==> src/design/ssn_pkg.sv <==
package ssn_pkg;

	localparam int MAX_RANK  = 8;
	localparam int IDX_W     = 32;
	localparam int WIDE_W    = IDX_W + 2;
	localparam int DIV_STEPS = IDX_W;

	typedef enum logic [1:0] {
		ERR_NONE      = 2'd0,
		ERR_ZERO_STEP = 2'd1,
		ERR_DIRECTION = 2'd2
	} err_code_t;

	typedef struct packed {
		logic [2:0]        axis_number;
		logic signed [31:0] slice_start;
		logic signed [31:0] slice_end;
		logic signed [31:0] slice_stride;
		logic [30:0]       dim_size;
		logic              flag_inferred;
		logic              last_axis_in;
	} in_req_t;

	typedef struct packed {
		logic [2:0]        axis_out;
		logic [30:0]       out_length;
		logic signed [31:0] norm_start;
		logic signed [31:0] norm_end;
		logic signed [31:0] norm_stride;
		logic [1:0]        error_code;
		logic              last_axis_out;
	} out_res_t;

	// Fields that ride alongside the divider
	typedef struct packed {
		logic [2:0]         axis;
		logic [IDX_W-1:0]   ns;
		logic [IDX_W-1:0]   ne;
		logic [IDX_W-1:0]   stride;
		err_code_t          err;
		logic               last;
		logic               reduce;
	} side_t;

	typedef struct packed {
		logic               valid;
		logic [2*IDX_W-1:0] acc;
		logic [IDX_W-1:0]   dvsr;
		side_t              side;
	} div_lane_t;

endpackage

==> src/design/ssn_cell.sv <==
module ssn_cell
	import ssn_pkg::*;
(
	input  logic      clk,
	input  logic      arst_n,
	input  logic      en,
	input  div_lane_t din,
	output div_lane_t dout
);

	// one restoring division step: shift, trial subtract, set quotient bit
	logic [2*IDX_W-1:0] sh;
	logic [IDX_W-1:0]   rem;
	logic [2*IDX_W-1:0] acc_n;

	always_comb begin
		sh  = {din.acc[2*IDX_W-2:0], 1'b0};
		rem = sh[2*IDX_W-1:IDX_W];
		if (rem >= din.dvsr) begin
			acc_n = {rem - din.dvsr, sh[IDX_W-1:1], 1'b1};
		end else begin
			acc_n = sh;
		end
	end

	always_ff @(posedge clk or negedge arst_n) begin
		if (!arst_n) begin
			dout <= '0;
		end else if (en) begin
			dout.valid <= din.valid;
			dout.acc   <= acc_n;
			dout.dvsr  <= din.dvsr;
			dout.side  <= din.side;
		end
	end

endmodule

==> config.mk <==
export PLATFORM = sky130hd
export DESIGN_NAME = ssn_cell
export DESIGN_NICKNAME = d
export VERILOG_FILES = /design/src/design/ssn_pkg.sv /design/src/design/ssn_cell.sv
export SDC_FILE = /design/constraint.sdc
export NUM_CORES = 1
export LEC_CHECK = 0
export BUFFER_PORTS_ARGS = -buffer_cell sky130_fd_sc_hd__buf_2
export CAP_MARGIN = 20
export CELL_PAD_IN_SITES_DETAIL_PLACEMENT = 0
export CELL_PAD_IN_SITES_GLOBAL_PLACEMENT = 1
export CORE_MARGIN = 2
export CORE_UTILIZATION = 37
export CTS_CLUSTER_DIAMETER = 60
export DETAILED_ROUTE_END_ITERATION = 12
export PLACE_DENSITY = 0.86
export SKIP_CTS_REPAIR_TIMING = 1
export SYNTH_ARGS = -nofsm -noshare
export SYNTH_HDL_FRONTEND = slang
export SYNTH_SLANG_ARGS = --single-unit
==> constraint.sdc <==
create_clock -name clk -period 0.9 [get_ports clk]
set_input_delay 0.09 -clock clk [delete_from_list [all_inputs] [get_ports clk]]
set_output_delay 0.09 -clock clk [all_outputs]
set_load 0.01 [all_outputs]
After elaboration in Yosys (flattened, before gate mapping)
Index checks and enable logic that the tools add are counted.

storage, ports and cells
  bits in registers = 200
  input bits = 203
  output and inout bits = 200
  logic and storage cells = 13

operators by class
  add/sub/neg operators = 1
  order comparisons = 1
  muxes and demuxes = 1

operator list
  kind                                count
  64-bit 2-to-1 mux                   1
  32-bit greater-or-equal comparator  1
  32-bit subtractor                   1

Logic depth before layout (Yosys ltp)
  word-level depth = 2
  gate-level depth with buffers = 15
  gate-level depth less buffers = 12

Worst setup path before layout
No wires, ideal clock.

  kind = input-to-reg
  start = input din[128] (netlist name)
  end = register dout[198] (netlist name)
  library setup time = 144 ps
  data arrival time = 2,345 ps
  required time = 756 ps
  path slack = -1,589 ps
  stages on the path = 14
  path buffers = 3
  cell sequence = inv_1 ha_1 a21o_1 a21o_1 a21o_1 a211oi_2 o21ai_1 or3_1 buf_6 and2_4 buf_6 buf_6 o211ai_2 a32oi_2

on the way
  longest elaborated chain between the ends = 2
  elaborated cells between the ends (all ways) = 3
  those cells by class = add/sub: 1; order compare: 1; mux: 1

ends and longest elaborated chain
  what                                                                     RTL line                        RTL
  start, declared                                                          ssn_cell.sv:7                   input div_lane_t din,
  32-bit subtractor or 32-bit greater-or-equal comparator (tied branches)  ssn_cell.sv:20, ssn_cell.sv:19
  64-bit 2-to-1 mux *                                                      ssn_cell.sv:19                  if (rem >= din.dvsr) begin
  end, declared                                                            ssn_cell.sv:8                   output div_lane_t dout

Mark *: on every way between the ends. The rest lies on a longest branch, timed or not.
A chain may end at the register's enable or synchronous reset.

Worst setup path in the final report
  start = input din[128] (netlist name)
  end = register dout[185] (netlist name)

on the way
  longest elaborated chain between the ends = 2

ends and longest elaborated chain
  what                                RTL line
  32-bit greater-or-equal comparator  ssn_cell.sv:19
  64-bit 2-to-1 mux                   ssn_cell.sv:19

Every way passes these cells.

==> Flow_metrics.wiki <==
{| class="wikitable"
! Metric !! Value
|-
| Final hold vios || 0
|-
| Post-synthesis share of cell area spent on and, or, nand and nor gates || 7.20%
|-
| Worst supply voltage drop on vdd || ~0.0012 V
|-
| Register bit count reported by yosys || 200
|-
| List of most frequent post-synthesis cells || 200 x sky130_fd_sc_hd__dfrtp_1, 168 x sky130_fd_sc_hd__mux2_2, 63 x sky130_fd_sc_hd__nand2_1, 43 x sky130_fd_sc_hd__nor2_1, 38 x sky130_fd_sc_hd__inv_1
|-
| Final worst path period share || 220%
|-
| Largest fanout on the critical path || 7
|-
| Net count, final || between 1.5k and 2k
|-
| Path type of the worst setup path || primary input to register
|-
| Total placed cells including tap cells || 1616
|-
| Count of cells along the worst register-to-register path || 2
|-
| Mean area per synthesized cell || 11.9 um^2
|-
| Pwr dens || 1650 nW/um^2
|-
| Launch instance of the worst register-to-register path || dout[42]
|-
| Cell count after synthesis || 798
|-
| Largest registers || dout: 200 flops
|-
| Most area-consuming cells after synthesis || sky130_fd_sc_hd__dfrtp_1 53%, sky130_fd_sc_hd__mux2_2 20%, sky130_fd_sc_hd__ha_1 4.2%
|-
| Outcome || finished with violations
|-
| Xor and xnor area share after synthesis || between 2 and 2.5%
|-
| Post-layout util || 66.0%
|-
| Layout cell share with drive strength beyond 1 || between 50% and 60%
|-
| Clock buffer count from CTS || 17
|-
| # DRC || 0
|-
| Biggest register || dout
|-
| Y dimension of the die || 164 um
|-
| Max cap viols || 0
|-
| Fraction of the yosys area taken by sequential cells || 52.9%
|-
| Wire length of the first global-routing pass || 43900 um
|-
| H-tree levels || 4
|-
| Post-synth top area cell || sky130_fd_sc_hd__dfrtp_1
|-
| Element type at the critical path end || register
|-
| Detailed-route via count || 9430
|-
| Average routed wire per standard cell || about 20 um
|-
| Total number of clock tree sinks || 200
|-
| Main flop type after synthesis || sky130_fd_sc_hd__dfrtp_1
|-
| Iteration count of the initial detailed-routing pass || 5
|-
| Distinct cell type count of the synthesized netlist || 50
|-
| Maximum achievable frequency || 0.506 GHz
|-
| RSZ-0062 raised after global routing || true
|-
| Post-DP HPWL || around 24000 um
|-
| Area of the mapped netlist || roughly 9500 um^2
|-
| Final setup slack of the worst path || -1.08 ns
|-
| GR Util All Layers || 21.2%
|-
| Class of the tightest hold or removal check || primary input to register
|-
| Number of antenna violations at the first check in global routing || 4
|-
| Hold Startpoint || din[175]
|-
| Cell count of the worst hold path || 4
|-
| Root Driver || sky130_fd_sc_hd__clkbuf_16
|-
| Post-synthesis to final-layout area growth || 75.5%
|-
| Clock skew || 0 ns
|-
| Async set or reset register ratio after synthesis || 100%
|-
| Main combinational cell family by area after synthesis || multiplexers
|-
| Violations in the final reports || setup timing
|-
| Post-Synthesis Net Count || 1034
|-
| Total grt overflow || 0
|-
| Layout fillers || 1771
|-
| Number of non-filler instances in the completed layout || between 1.5k and 2k
|-
| Multiplexer fraction of the synthesized cell area || 20.2%
|-
| Slew of the pin with the lowest slew margin || 0.364 ns
|-
| Number of flip-flops under the largest register name || 200
|-
| Maximum number of pins on one net before global-route repair || 39
|-
| Worst setup slack for register-to-register paths || -0.04 ns
|-
| Final critical path time including I/O delays and setup || a little under 2 ns
|-
| Worst path arrival time || 2.30 ns
|-
| Critical path startpoint category || primary input
|-
| Clock latency at the later pin of the worst-skew pair || 0.43 ns
|-
| Post-Synth Adder-Cell Area || 4.44%
|-
| Vias in the first global route || 8093
|-
| Number of top-level pins || 403
|-
| Fraction of the mapped netlist area in compound gates || 9.86%
|-
| Number of failing setup endpoints in the final timing report || about 240
|-
| Post-synth EDFFs || 0
|-
| Setup TNS || -64.86 ns
|-
| Site Rows || 58
|-
| Port-buffer cells || 401
|-
| TritonCTS clock tree || done
|-
| Area share of the leading cell type in the synthesized netlist || ~53%
|-
| Most instantiated library cell after synthesis || sky130_fd_sc_hd__dfrtp_1
|-
| Die area || 26900 um^2
|-
| Leakage power || 7.96 nW
|-
| Std-Cell Core Area || roughly 25000 um^2
|-
| Clock-pin slew on the worst setup and hold paths || 0.09 ns
|-
| Yosys warnings || 0
|-
| Pins Over Slew Limit || 0
|-
| Via density per instance || 5.03
|-
| Worst relative slew slack || 75.7%
|-
| Horizontal extent of the die || 164 um
|-
| Remaining number of nets flagged by the antenna check after routing || 0
|-
| Violation count after the first detailed-routing iteration || 585
|-
| Data required time at the worst endpoint || ~1.2 ns
|-
| Endpoint of the worst hold path || dout[176]
|-
| Last weighted congestion value of the routability-driven placer || 0.868
|-
| R2r endpoint || dout[42]
|-
| Maximum clock insertion buffer count || 2
|-
| Wire length after detailed routing || about 37000 um
|-
| Starting Density || between 30 and 40%
|}
## cell usage in the layout (no fill, tap or decap), types with 6 or more instances in the layout
cell type	n
sky130_fd_sc_hd__a21o_1	19
sky130_fd_sc_hd__a21oi_1	26
sky130_fd_sc_hd__a21oi_2	10
sky130_fd_sc_hd__a31oi_1	28
sky130_fd_sc_hd__and3_1	9
sky130_fd_sc_hd__buf_12	10
sky130_fd_sc_hd__buf_2	308
sky130_fd_sc_hd__buf_4	147
sky130_fd_sc_hd__buf_6	91
sky130_fd_sc_hd__clkbuf_16	18
sky130_fd_sc_hd__dfrtp_1	200
sky130_fd_sc_hd__dlygate4sd3_1	188
sky130_fd_sc_hd__ha_1	16
sky130_fd_sc_hd__ha_4	13
sky130_fd_sc_hd__inv_1	31
sky130_fd_sc_hd__mux2_2	168
sky130_fd_sc_hd__nand2_1	46
sky130_fd_sc_hd__nand2_2	16
sky130_fd_sc_hd__nand3_1	11
sky130_fd_sc_hd__nand4_1	6
sky130_fd_sc_hd__nor2_1	43
sky130_fd_sc_hd__o21ai_0	10
sky130_fd_sc_hd__o21ai_1	8
sky130_fd_sc_hd__o21ai_2	8
sky130_fd_sc_hd__xnor2_1	13
sky130_fd_sc_hd__xor2_1	9
## worst max path at each step
stage | startpoint | to | slack [ns]
floorplan | din[183] | dout[198] | -1.40
global placement | din[166] | dout[197] | -1.63
detailed placement | din[166] | dout[171] | -1.72
CTS | din[166] | dout[197] | -1.26
global route | din[107] | dout[197] | -1.15
finish | din[128] | dout[185] | -1.08
## metal layers
metal	vias up	GRT usage, %	part of all wire, %	wire length [um]
met5	-	0	0.067	25
met4	4	7.18	5.2	1940
met3	113	5.35	7.2	2680
met2	405	36.3	49	18400
met1	4613	26.2	38	14300
li1	4295	-	-	-
## report_power, final
group / switching, mW / total [mW] / internal [mW]
Clock: 4.33 / 8.24 / 3.91
Sequential: 0.712 / 10.7 / 9.99
Combinational: 3.82 / 8.40 / 4.58
Total: 8.86 / 27.3 / 18.5
## per-stage QoR
step	hold slack [ns]	instance area (um^2)	power (mW)	worst slack [ns]
floorplan	-0.206	9760	13.9	-1.40
global placement	-0.0186	12900	16.8	-1.63
detailed placement	-0.0208	12900	17.0	-1.72
CTS	-0.498	13500	25.2	-1.26
global route	0.0228	16600	28.5	-1.15
finish	0.0428	16600	27.3	-1.08
## final cells by class
type / instances / area (um^2) / share of cell area, %
clock inverter: 15 / 211 / 1.27
tap: 330 / 413 / 2.48
clock buffer: 17 / 425 / 2.56
timing repair buffer: 750 / 5850 / 35.2
inverter: 38 / 155 / 0.934
multi-input combinational: 523 / 4550 / 27.4
antenna: 2 / 5.00 / 0.0301
sequential: 200 / 5000 / 30.1
## cell families after synthesis
family / Yosys count
AOI/OAI and AO/OA: 144
xor gates and xnor gates: 22
adders and majority gates: 33
buffers and inverters: 76
DFF: 200
muxes: 170
and+or+nand+nor: 153
## worst max-delay path, stage by stage
cell	delay (ns)
sky130_fd_sc_hd__buf_8	0.10
sky130_fd_sc_hd__inv_4	0.05
sky130_fd_sc_hd__ha_4	0.20
sky130_fd_sc_hd__a21o_1	0.15
sky130_fd_sc_hd__a21o_1	0.15
sky130_fd_sc_hd__a21o_1	0.17
sky130_fd_sc_hd__a211oi_2	0.24
sky130_fd_sc_hd__o21ai_2	0.11
sky130_fd_sc_hd__or3_4	0.45
sky130_fd_sc_hd__and2_4	0.22
sky130_fd_sc_hd__buf_12	0.15
sky130_fd_sc_hd__mux2i_1	0.15
sky130_fd_sc_hd__o21ai_1	0.07
(Power assumes the default switching activity.)
