--- src/design/ssn_pkg.sv ---
package ssn_pkg;

	localparam int MAX_RANK  = 8;
	localparam int IDX_W     = 32;
	localparam int WIDE_W    = IDX_W + 2;
	localparam int DIV_STEPS = IDX_W;

	typedef enum logic [1:0] {
		ERR_NONE      = 2'd0,
		ERR_ZERO_STEP = 2'd1,
		ERR_DIRECTION = 2'd2
	} err_code_t;

	typedef struct packed {
		logic [2:0]        axis_number;
		logic signed [31:0] slice_start;
		logic signed [31:0] slice_end;
		logic signed [31:0] slice_stride;
		logic [30:0]       dim_size;
		logic              flag_inferred;
		logic              last_axis_in;
	} in_req_t;

	typedef struct packed {
		logic [2:0]        axis_out;
		logic [30:0]       out_length;
		logic signed [31:0] norm_start;
		logic signed [31:0] norm_end;
		logic signed [31:0] norm_stride;
		logic [1:0]        error_code;
		logic              last_axis_out;
	} out_res_t;

	// Fields that ride alongside the divider
	typedef struct packed {
		logic [2:0]         axis;
		logic [IDX_W-1:0]   ns;
		logic [IDX_W-1:0]   ne;
		logic [IDX_W-1:0]   stride;
		err_code_t          err;
		logic               last;
		logic               reduce;
	} side_t;

	typedef struct packed {
		logic               valid;
		logic [2*IDX_W-1:0] acc;
		logic [IDX_W-1:0]   dvsr;
		side_t              side;
	} div_lane_t;

endpackage

--- src/design/ssn_front.sv ---
module ssn_front
	import ssn_pkg::*;
(
	input  logic                clk,
	input  logic                arst_n,
	input  logic                en,
	input  logic                in_valid,
	input  in_req_t             req,
	input  logic [MAX_RANK-1:0] mask,
	output div_lane_t           lane
);

	// stage 1: capture request and reduce decision
	logic    valid_s1;
	in_req_t req_s1;
	logic    reduce_s1;

	logic reduce_c;
	assign reduce_c = (req.slice_start == -32'sd1) && (req.slice_end == 32'sd0)
		&& req.flag_inferred && mask[req.axis_number];

	always_ff @(posedge clk or negedge arst_n) begin
		if (!arst_n) begin
			valid_s1 <= 1'b0;
		end else if (en) begin
			valid_s1 <= in_valid;
		end
	end

	always_ff @(posedge clk) begin
		if (en) begin
			req_s1    <= req;
			reduce_s1 <= reduce_c;
		end
	end

	// stage 2: normalize start and end, classify errors
	logic signed [WIDE_W-1:0] st, en_i, sd, d;
	logic                     neg;
	logic signed [WIDE_W-1:0] ls_a, le_a, ls_c, le_c, ns_c, ne_c, mx_st, mn_st, mx_en, mn_en;
	err_code_t                err_c;

	always_comb begin
		st   = WIDE_W'(req_s1.slice_start);
		en_i = WIDE_W'(req_s1.slice_end);
		sd   = WIDE_W'(req_s1.slice_stride);
		d    = WIDE_W'({1'b0, req_s1.dim_size});
		neg  = req_s1.slice_stride[31];

		ls_a = st + d;
		le_a = en_i + d;
		ls_c = (st < 0) ? ((ls_a < 0) ? '0 : ls_a) : st;
		le_c = ((en_i < 0) && !((en_i == -1) && neg)) ? ((le_a < 0) ? '0 : le_a) : en_i;
		if (neg) begin
			ls_c = ls_c + 1;
			le_c = le_c + 1;
		end

		if (reduce_s1) begin
			err_c = ERR_NONE;
		end else if (sd == 0) begin
			err_c = ERR_ZERO_STEP;
		end else if (neg ? (ls_c < le_c) : (ls_c > le_c)) begin
			err_c = ERR_DIRECTION;
		end else begin
			err_c = ERR_NONE;
		end

		mx_st = (st > -d) ? st : -d;
		mn_st = (st < d - 1) ? st : d - 1;
		mx_en = (en_i > -d - 1) ? en_i : -d - 1;
		mn_en = (en_i < d) ? en_i : d;
		if (neg) begin
			ns_c = (st < 0) ? mx_st : mn_st - d;
			ne_c = (en_i < 0) ? mx_en : en_i - d;
		end else begin
			ns_c = (st < 0) ? mx_st + d : mn_st;
			ne_c = (en_i < 0) ? le_a : mn_en;
		end
	end

	logic                     valid_s2;
	logic signed [WIDE_W-1:0] ls_s2, le_s2, d_s2;
	logic [IDX_W-1:0]         ns_s2, ne_s2, step_s2, sd_s2;
	logic                     neg_s2, reduce_s2, last_s2;
	logic [2:0]               axis_s2;
	err_code_t                err_s2;

	always_ff @(posedge clk or negedge arst_n) begin
		if (!arst_n) begin
			valid_s2 <= 1'b0;
		end else if (en) begin
			valid_s2 <= valid_s1;
		end
	end

	always_ff @(posedge clk) begin
		if (en) begin
			ls_s2     <= ls_c;
			le_s2     <= le_c;
			d_s2      <= d;
			ns_s2     <= ns_c[IDX_W-1:0];
			ne_s2     <= ne_c[IDX_W-1:0];
			sd_s2     <= req_s1.slice_stride;
			step_s2   <= neg ? (IDX_W'(0) - req_s1.slice_stride) : req_s1.slice_stride;
			neg_s2    <= neg;
			reduce_s2 <= reduce_s1;
			last_s2   <= req_s1.last_axis_in;
			axis_s2   <= req_s1.axis_number;
			err_s2    <= err_c;
		end
	end

	// stage 3: clamped span, ceiling dividend, reduced end
	logic signed [WIDE_W-1:0] lo, hi, left, right;
	logic [IDX_W-1:0]         span, ne_f;

	always_comb begin
		lo    = (ls_s2 < le_s2) ? ls_s2 : le_s2;
		hi    = (ls_s2 > le_s2) ? ls_s2 : le_s2;
		left  = (lo > 0) ? lo : '0;
		right = (hi < d_s2) ? hi : d_s2;
		span  = (right > left) ? IDX_W'(right - left) : '0;
		ne_f  = reduce_s2 ? (neg_s2 ? ns_s2 - 1'b1 : ns_s2 + 1'b1) : ne_s2;
	end

	always_ff @(posedge clk or negedge arst_n) begin
		if (!arst_n) begin
			lane <= '0;
		end else if (en) begin
			lane.valid       <= valid_s2;
			lane.acc         <= {{IDX_W{1'b0}}, span + step_s2 - 1'b1};
			lane.dvsr        <= step_s2;
			lane.side.axis   <= axis_s2;
			lane.side.ns     <= (err_s2 != ERR_NONE) ? '0 : ns_s2;
			lane.side.ne     <= (err_s2 != ERR_NONE) ? '0 : ne_f;
			lane.side.stride <= sd_s2;
			lane.side.err    <= err_s2;
			lane.side.last   <= last_s2;
			lane.side.reduce <= reduce_s2;
		end
	end

endmodule

--- config.mk ---
export PLATFORM = sky130hd
export DESIGN_NAME = ssn_front
export DESIGN_NICKNAME = d
export VERILOG_FILES = /design/src/design/ssn_pkg.sv /design/src/design/ssn_front.sv
export SDC_FILE = /design/constraint.sdc
export NUM_CORES = 2
export LEC_CHECK = 0
export BUFFER_PORTS_ARGS = -buffer_cell sky130_fd_sc_hd__buf_4
export CAP_MARGIN = 20
export CORE_MARGIN = 4
export CORE_UTILIZATION = 40
export DETAILED_ROUTE_END_ITERATION = 8
export SLEW_MARGIN = 20
export SYNTH_ARGS = -nofsm -noshare
export SYNTH_HDL_FRONTEND = slang
export SYNTH_SLANG_ARGS = --single-unit
--- constraint.sdc ---
create_clock -name clk -period 20.4 [get_ports clk]
set_clock_uncertainty 0.1 [all_clocks]
set_input_delay 2.04 -clock clk [delete_from_list [all_inputs] [get_ports clk]]
set_output_delay 2.04 -clock clk [all_outputs]
set_load 0.05 [all_outputs]
## Word level (Yosys, flattened, before mapping)

Cells that the tools add are included.
W data, S select, Z words.

| cells by class | value |
|---|---|
| add/subtract/negate cells | 16 |
| order comparisons | 16 |
| equal/unequal tests | 2 |
| mux-type cells | 31 |
| reductions and logical operators | 10 |

Operators by type and width:

| kind | count |
|---|---|
| $mux W32 | 15 |
| $mux W34 | 10 |
| $gt A34 B34 Y1 | 3 |
| $sub A32 B32 Y32 | 3 |
| $add A34 B2 Y34 const B | 2 |
| $gt A32 B34 Y1 | 2 |
| $lt A34 B34 Y1 | 2 |
| $add A32 B32 Y33 | 2 |
| $lt A33 B1 Y1 const B | 2 |
| $add A32 B32 Y32 | 2 |
| $eq A32 B1 Y1 const B | 2 |
| $lt A32 B1 Y1 const B | 2 |
| $lt A32 B32 Y1 | 2 |
| $sub A32 B1 Y32 const B | 2 |
| $gt A34 B1 Y1 const B | 1 |
| $logic_not A34 Y1 | 1 |
| $lt A34 B32 Y1 | 1 |
| $neg A31 Y34 | 1 |
| $sub A34 B2 Y34 const B | 1 |
| $add A32 B1 Y32 const B | 1 |
| $logic_not A32 Y1 | 1 |
| $sub A1 B32 Y32 const A | 1 |
| $sub A31 B1 Y32 const B | 1 |
| $mux W31 | 1 |
| 8 further kinds | 14 |

| word-level totals | value |
|---|---|
| register bits after elaboration | 537 |
| bits of input ports | 144 |
| output and inout port bits | 200 |
| word-level logic and storage cells | 108 |

## Longest topological paths before layout

| logic depth | value |
|---|---|
| depth after elaboration | 11 |
| gate-level depth with buffers | 63 |
| depth with buffers taken out | 60 |

## Worst setup path before layout

No wires, ideal clock.

| timing | value |
|---|---|
| path kind | register -> register |
| from | register ls_s2[19] |
| to | register lane[165] (netlist bit) |
| library setup time | 125 ps |
| arrival time | 11,130 ps |
| data required time | 20,175 ps |
| setup slack | 9,046 ps |
| stages on the path, launching flop included | 61 |
| buffers on the path | 5 |
| clock period less this slack | 11,354 ps |
| path through | edfxtp_1 -> ha_1 -> a21o_1 -> a21o_1 -> a21o_1 -> a21o_1 -> a21oi_1 -> nor2b_1 -> o21ai_0 -> a21oi_1 -> a211oi_1 -> o21ai_0 -> nand2b_1 -> ha_1 -> a31oi_1 -> clkbuf_1 -> clkbuf_1 -> nand2_1 -> [... 25 more ...] -> a221oi_1 -> o21ai_1 -> clkbuf_1 -> nand2_1 -> ha_1 -> inv_1 -> ha_1 -> a21o_1 -> a21oi_1 -> o21ai_0 -> a21oi_1 -> a211oi_1 -> o21ai_0 -> a31oi_1 -> a211o_1 -> a21oi_1 -> xnor2_1 -> mux2_2 |

| between the ends | value |
|---|---|
| word-level cells in the longest chain between the ends | 8 |
| elaborated cells between the ends (all ways) | 13 |
| those cells by class | add/sub: 3; order compare: 5; mux: 5 |

Ends and longest elaborated chain:

| item | line | text |
|---|---|---|
| start: declaration | ssn_front.sv:83 | `logic signed [WIDE_W-1:0] ls_s2, le_s2, d_s2;` |
| start signal: assignment | ssn_front.sv:99 | `ls_s2 <= ls_c;` |
| $gt A34 B34 Y1 / $lt A34 B34 Y1 (equally long branches) | ssn_front.sv:120, ssn_front.sv:119 |  |
| $mux W34, on equally long branches | ssn_front.sv:120, ssn_front.sv:119 |  |
| $lt A34 B32 Y1 / $gt A34 B1 Y1 (equally long branches) | ssn_front.sv:122, ssn_front.sv:121 |  |
| $mux W34, on equally long branches | ssn_front.sv:122, ssn_front.sv:121 |  |
| $sub A32 B32 Y32 / $gt A34 B34 Y1 (equally long branches) | ssn_front.sv:123 | `span = (right > left) ? IDX_W'(right - left) : '0;` |
| $mux W32 * | ssn_front.sv:123 |  |
| $add A32 B32 Y32 * | ssn_front.sv:132 | `lane.acc <= {{IDX_W{1'b0}}, span + step_s2 - 1'b1};` |
| $sub A32 B1 Y32 * | ssn_front.sv:132 |  |
| end: declaration | ssn_front.sv:10 | `output div_lane_t lane` |

Every way passes the cells marked *; elsewhere a longest branch is shown, timed or not.
A chain may end at the register's enable or synchronous reset.

## Worst setup path after layout

| timing | value |
|---|---|
| from | register ls_s2[3] |
| to | register lane[165] (netlist bit) |

Same word-level chain as after synthesis.

==> qor.txt <==
Top cell type's share of synthesized area: 0.2435
Clock power frac: 0.198
Clk_lat worst skew: 0.70 ns
Post-CTS Resized: 0
RSZ-0062 raised after global routing: no
Worst path max stage delay: 0.51 ns
Slowest CP cell: buf_4
Final Slew Violations: 0
Sequential element share of the synthesized area: 0.3377
Starting Density: 0.4040
Post-Place Cells: 6,537
Sequential share of power: 0.258
Syn_area_per_cell: 9.267 um2
Num ports: 344
Largest area contributor in the netlist: edfxtp_1
Status: finished clean
Clock Sinks: 533
Worst-Margin Slew: 0.9574 ns
Drt total wl: 169,400 um
Pleak: 21.70 nW
Placeable Area: 111,100 um2
Post-synth EDFFs: 364
Synth Instances: 4,845
Post-CTS Hold Fix Bufs: 0
# DRC: 0
Post-Syn Area: 44,900 um2
First-pass GRT wire length: 244,700 um
CP max FO: 63
CP startpoint: ls_s2[3]
Reg area: 15,160 um2
Multi-input gate area: 27,610 um2
PnR Total Power: 5.805 mW
DR pass1 iterations: 6
Switch share: 0.4427
Period utilisation layout: 0.6414
Die ar.: 117,700 um2
Clock slew at reported path FFs: 0.07 ns
Final Setup Violations: 0
Net count of the finished layout: 5,744
Initial antenna violation count: 9
Largest net degree at the start of global routing: 170
Max-Slew Margin vs Limit: 0.3550
CTS Buffer Depth: 3
GRT Overall Usage: 0.2786
Power Internal: 3.235 mW
Routed len/inst: 25.46 um
Commonest cells after routing, fill and taps aside: 481 x ha_1, 381 x buf_4, 366 x a21oi_1, 364 x edfxtp_1, 363 x inv_1
Hold Vio Cnt, Final: 0
Share of post-route cells with drive strength above 1: 0.1420
Via count: 39,400
Post-synth ARST share: 0.3171
Total gr overflow: 0
Setup TNS: 0 ns
Critical R2R Launch: ls_s2[3]
Synth unique cells: 102
TritonCTS Buffers: 60
Max VDD drop: 0.07206 mV
Final Critical Period: 13.08 ns
WP data arrival: 13.58 ns
Hold Crit Start: req_s1[129]
Maxcap violations: 0
P_sw: 2.570 mW
Post-CTS Setup Inserts: 0
Min Hold Slack: 0.3151 ns
Final core utilization: 0.4593
Largest cells by area after synthesis: edfxtp_1 24%, ha_1 13%, dfrtp_1 9.4%
CTS tree: done
Rows: 122
Power Dens Cells: 113.7 nW/um2
Synth Register Bits: 533
Number of global-route vias before repair: 37,080
Fillers: 10,780
Synth warnings: 0
Combinational power share: 0.544
Die H: 343.0 um
Root buffer cell: clkbuf_16
Worst path required time: 20.89 ns
Critical Path Sink Type: register
Gpl congestion: 1.005
Setup CP Type: reg -> reg
Layout Cells excl Fill: 6,653
Area Overhead vs Synth: 13.69%
Die Wd: 343.0 um
Commonest non-fill, non-tap cell in the layout: ha_1
DR vias/cell: 5.922
Most used DFF post-synth: edfxtp_1
PortBufs: 311
HP Class: reg -> reg
CTS H-Tree Depth: 2
Detailed placement HPWL: 135,700 um
Iteration-0 DRC count of the detailed router: 3,791
Fmax: 0.07643 GHz
CP Launch Type: register
Final ANT Viol Nets: 0
[power groups by stage]
stage          registers, mW  clock network, mW  logic, mW
2_1_floorplan           1.71                  0       2.01
3_3_place_gp            1.52                  0       3.10
3_5_place_dp            1.52                  0       3.12
4_1_cts                 1.50               1.18       3.14
5_1_grt                 1.51               1.22       3.47
6_report                1.50               1.15       3.16
[final timing paths]
path / endpoint / slack, ns / cells after the start
hold / removal: axis_s2[0] / 0.32 / 0
max in group asynchronous: lane[72] / 17.00 / 3
min in group asynchronous: lane[148] / 1.19 / 1
hold reg to reg: axis_s2[0] / 0.32 / 0
setup / recovery: lane[165] / 7.32 / 59
setup reg to reg: lane[165] / 7.32 / 59
[synthesized netlist by cell type (all sizes together) (54+ instances only)]
cell,instances
a21o,159
mux2,130
a211oi,54
buf,59
dfrtp,169
xor2,92
ha,481
o21ai,298
xnor2,247
mux2i,59
nor2b,60
nor4,61
nor2,303
clkbuf,155
inv,367
a21oi,368
edfxtp,364
nand2,362
nand4,84
nand3,104
nor3,110
[registers in the layout (all words and copies together) (netlist names), 3 cells and up]
signal   count
ns_s2       32
d           31
ls_s2       33
sd_s2       31
step_s2     32
ne_s2       32
en_i        32
axis_s2      3
le_s2       34
d_s2        31
lane       167
req_s1      67
[cell type report]
cell class / instances / share of cell area
Sequential cell: 533 / 0.2970
Multi-Input combinational cell: 3765 / 0.5409
Tap cell: 1488 / 0.03648
Clock buffer: 71 / 0.03143
Inverter: 367 / 0.02699
Antenna cell: 2 / 0.00009805
Timing Repair Buffer: 384 / 0.05694
Clock inverter: 43 / 0.01012
[routing by layer]
| layer | vias up | track usage | part of all wire |
|---|---|---|---|
| met5 | - | 0 | 0.000065 |
| met4 | 2 | 0.1470 | 0.061 |
| met3 | 320 | 0.03793 | 0.077 |
| met2 | 1726 | 0.4406 | 0.45 |
| met1 | 18880 | 0.3718 | 0.42 |
| li1 | 18470 | - | - |
[cells by family after synthesis]
| group | synth area share |
|---|---|
| compound gates | 0.2008 |
| simple gates | 0.1449 |
| buf+inv | 0.05197 |
| flops | 0.3377 |
| fa+ha+maj | 0.1376 |
| xor+xnor | 0.06613 |
| mux | 0.06081 |
| other cells | 0.00008352 |
[metrics by stage]
| step | cell area (um2) | setup slack, ns |
|---|---|---|
| 5_1_grt | 51040 | 6.182 |
| 3_5_place_dp | 48910 | 7.342 |
| 4_1_cts | 51030 | 7.275 |
| 3_3_place_gp | 48910 | 7.391 |
| 2_1_floorplan | 45020 | 9.046 |
| 6_report | 51040 | 7.316 |
[worst max-delay path, delay by kind of cell, from the launching register on]
kind                     cells  cell delay, ns
adder cells (fa/ha/maj)      8            2.49
flip-flops                   1            0.43
multiplexers                 1            0.26
XOR/XNOR                     1            0.08
buffers and inverters        5            1.48
AO/OA/AOI/OAI               39            7.57
AND/OR/NAND/NOR              5            0.51
No activity file was read; power rests on OpenSTA's default activity.
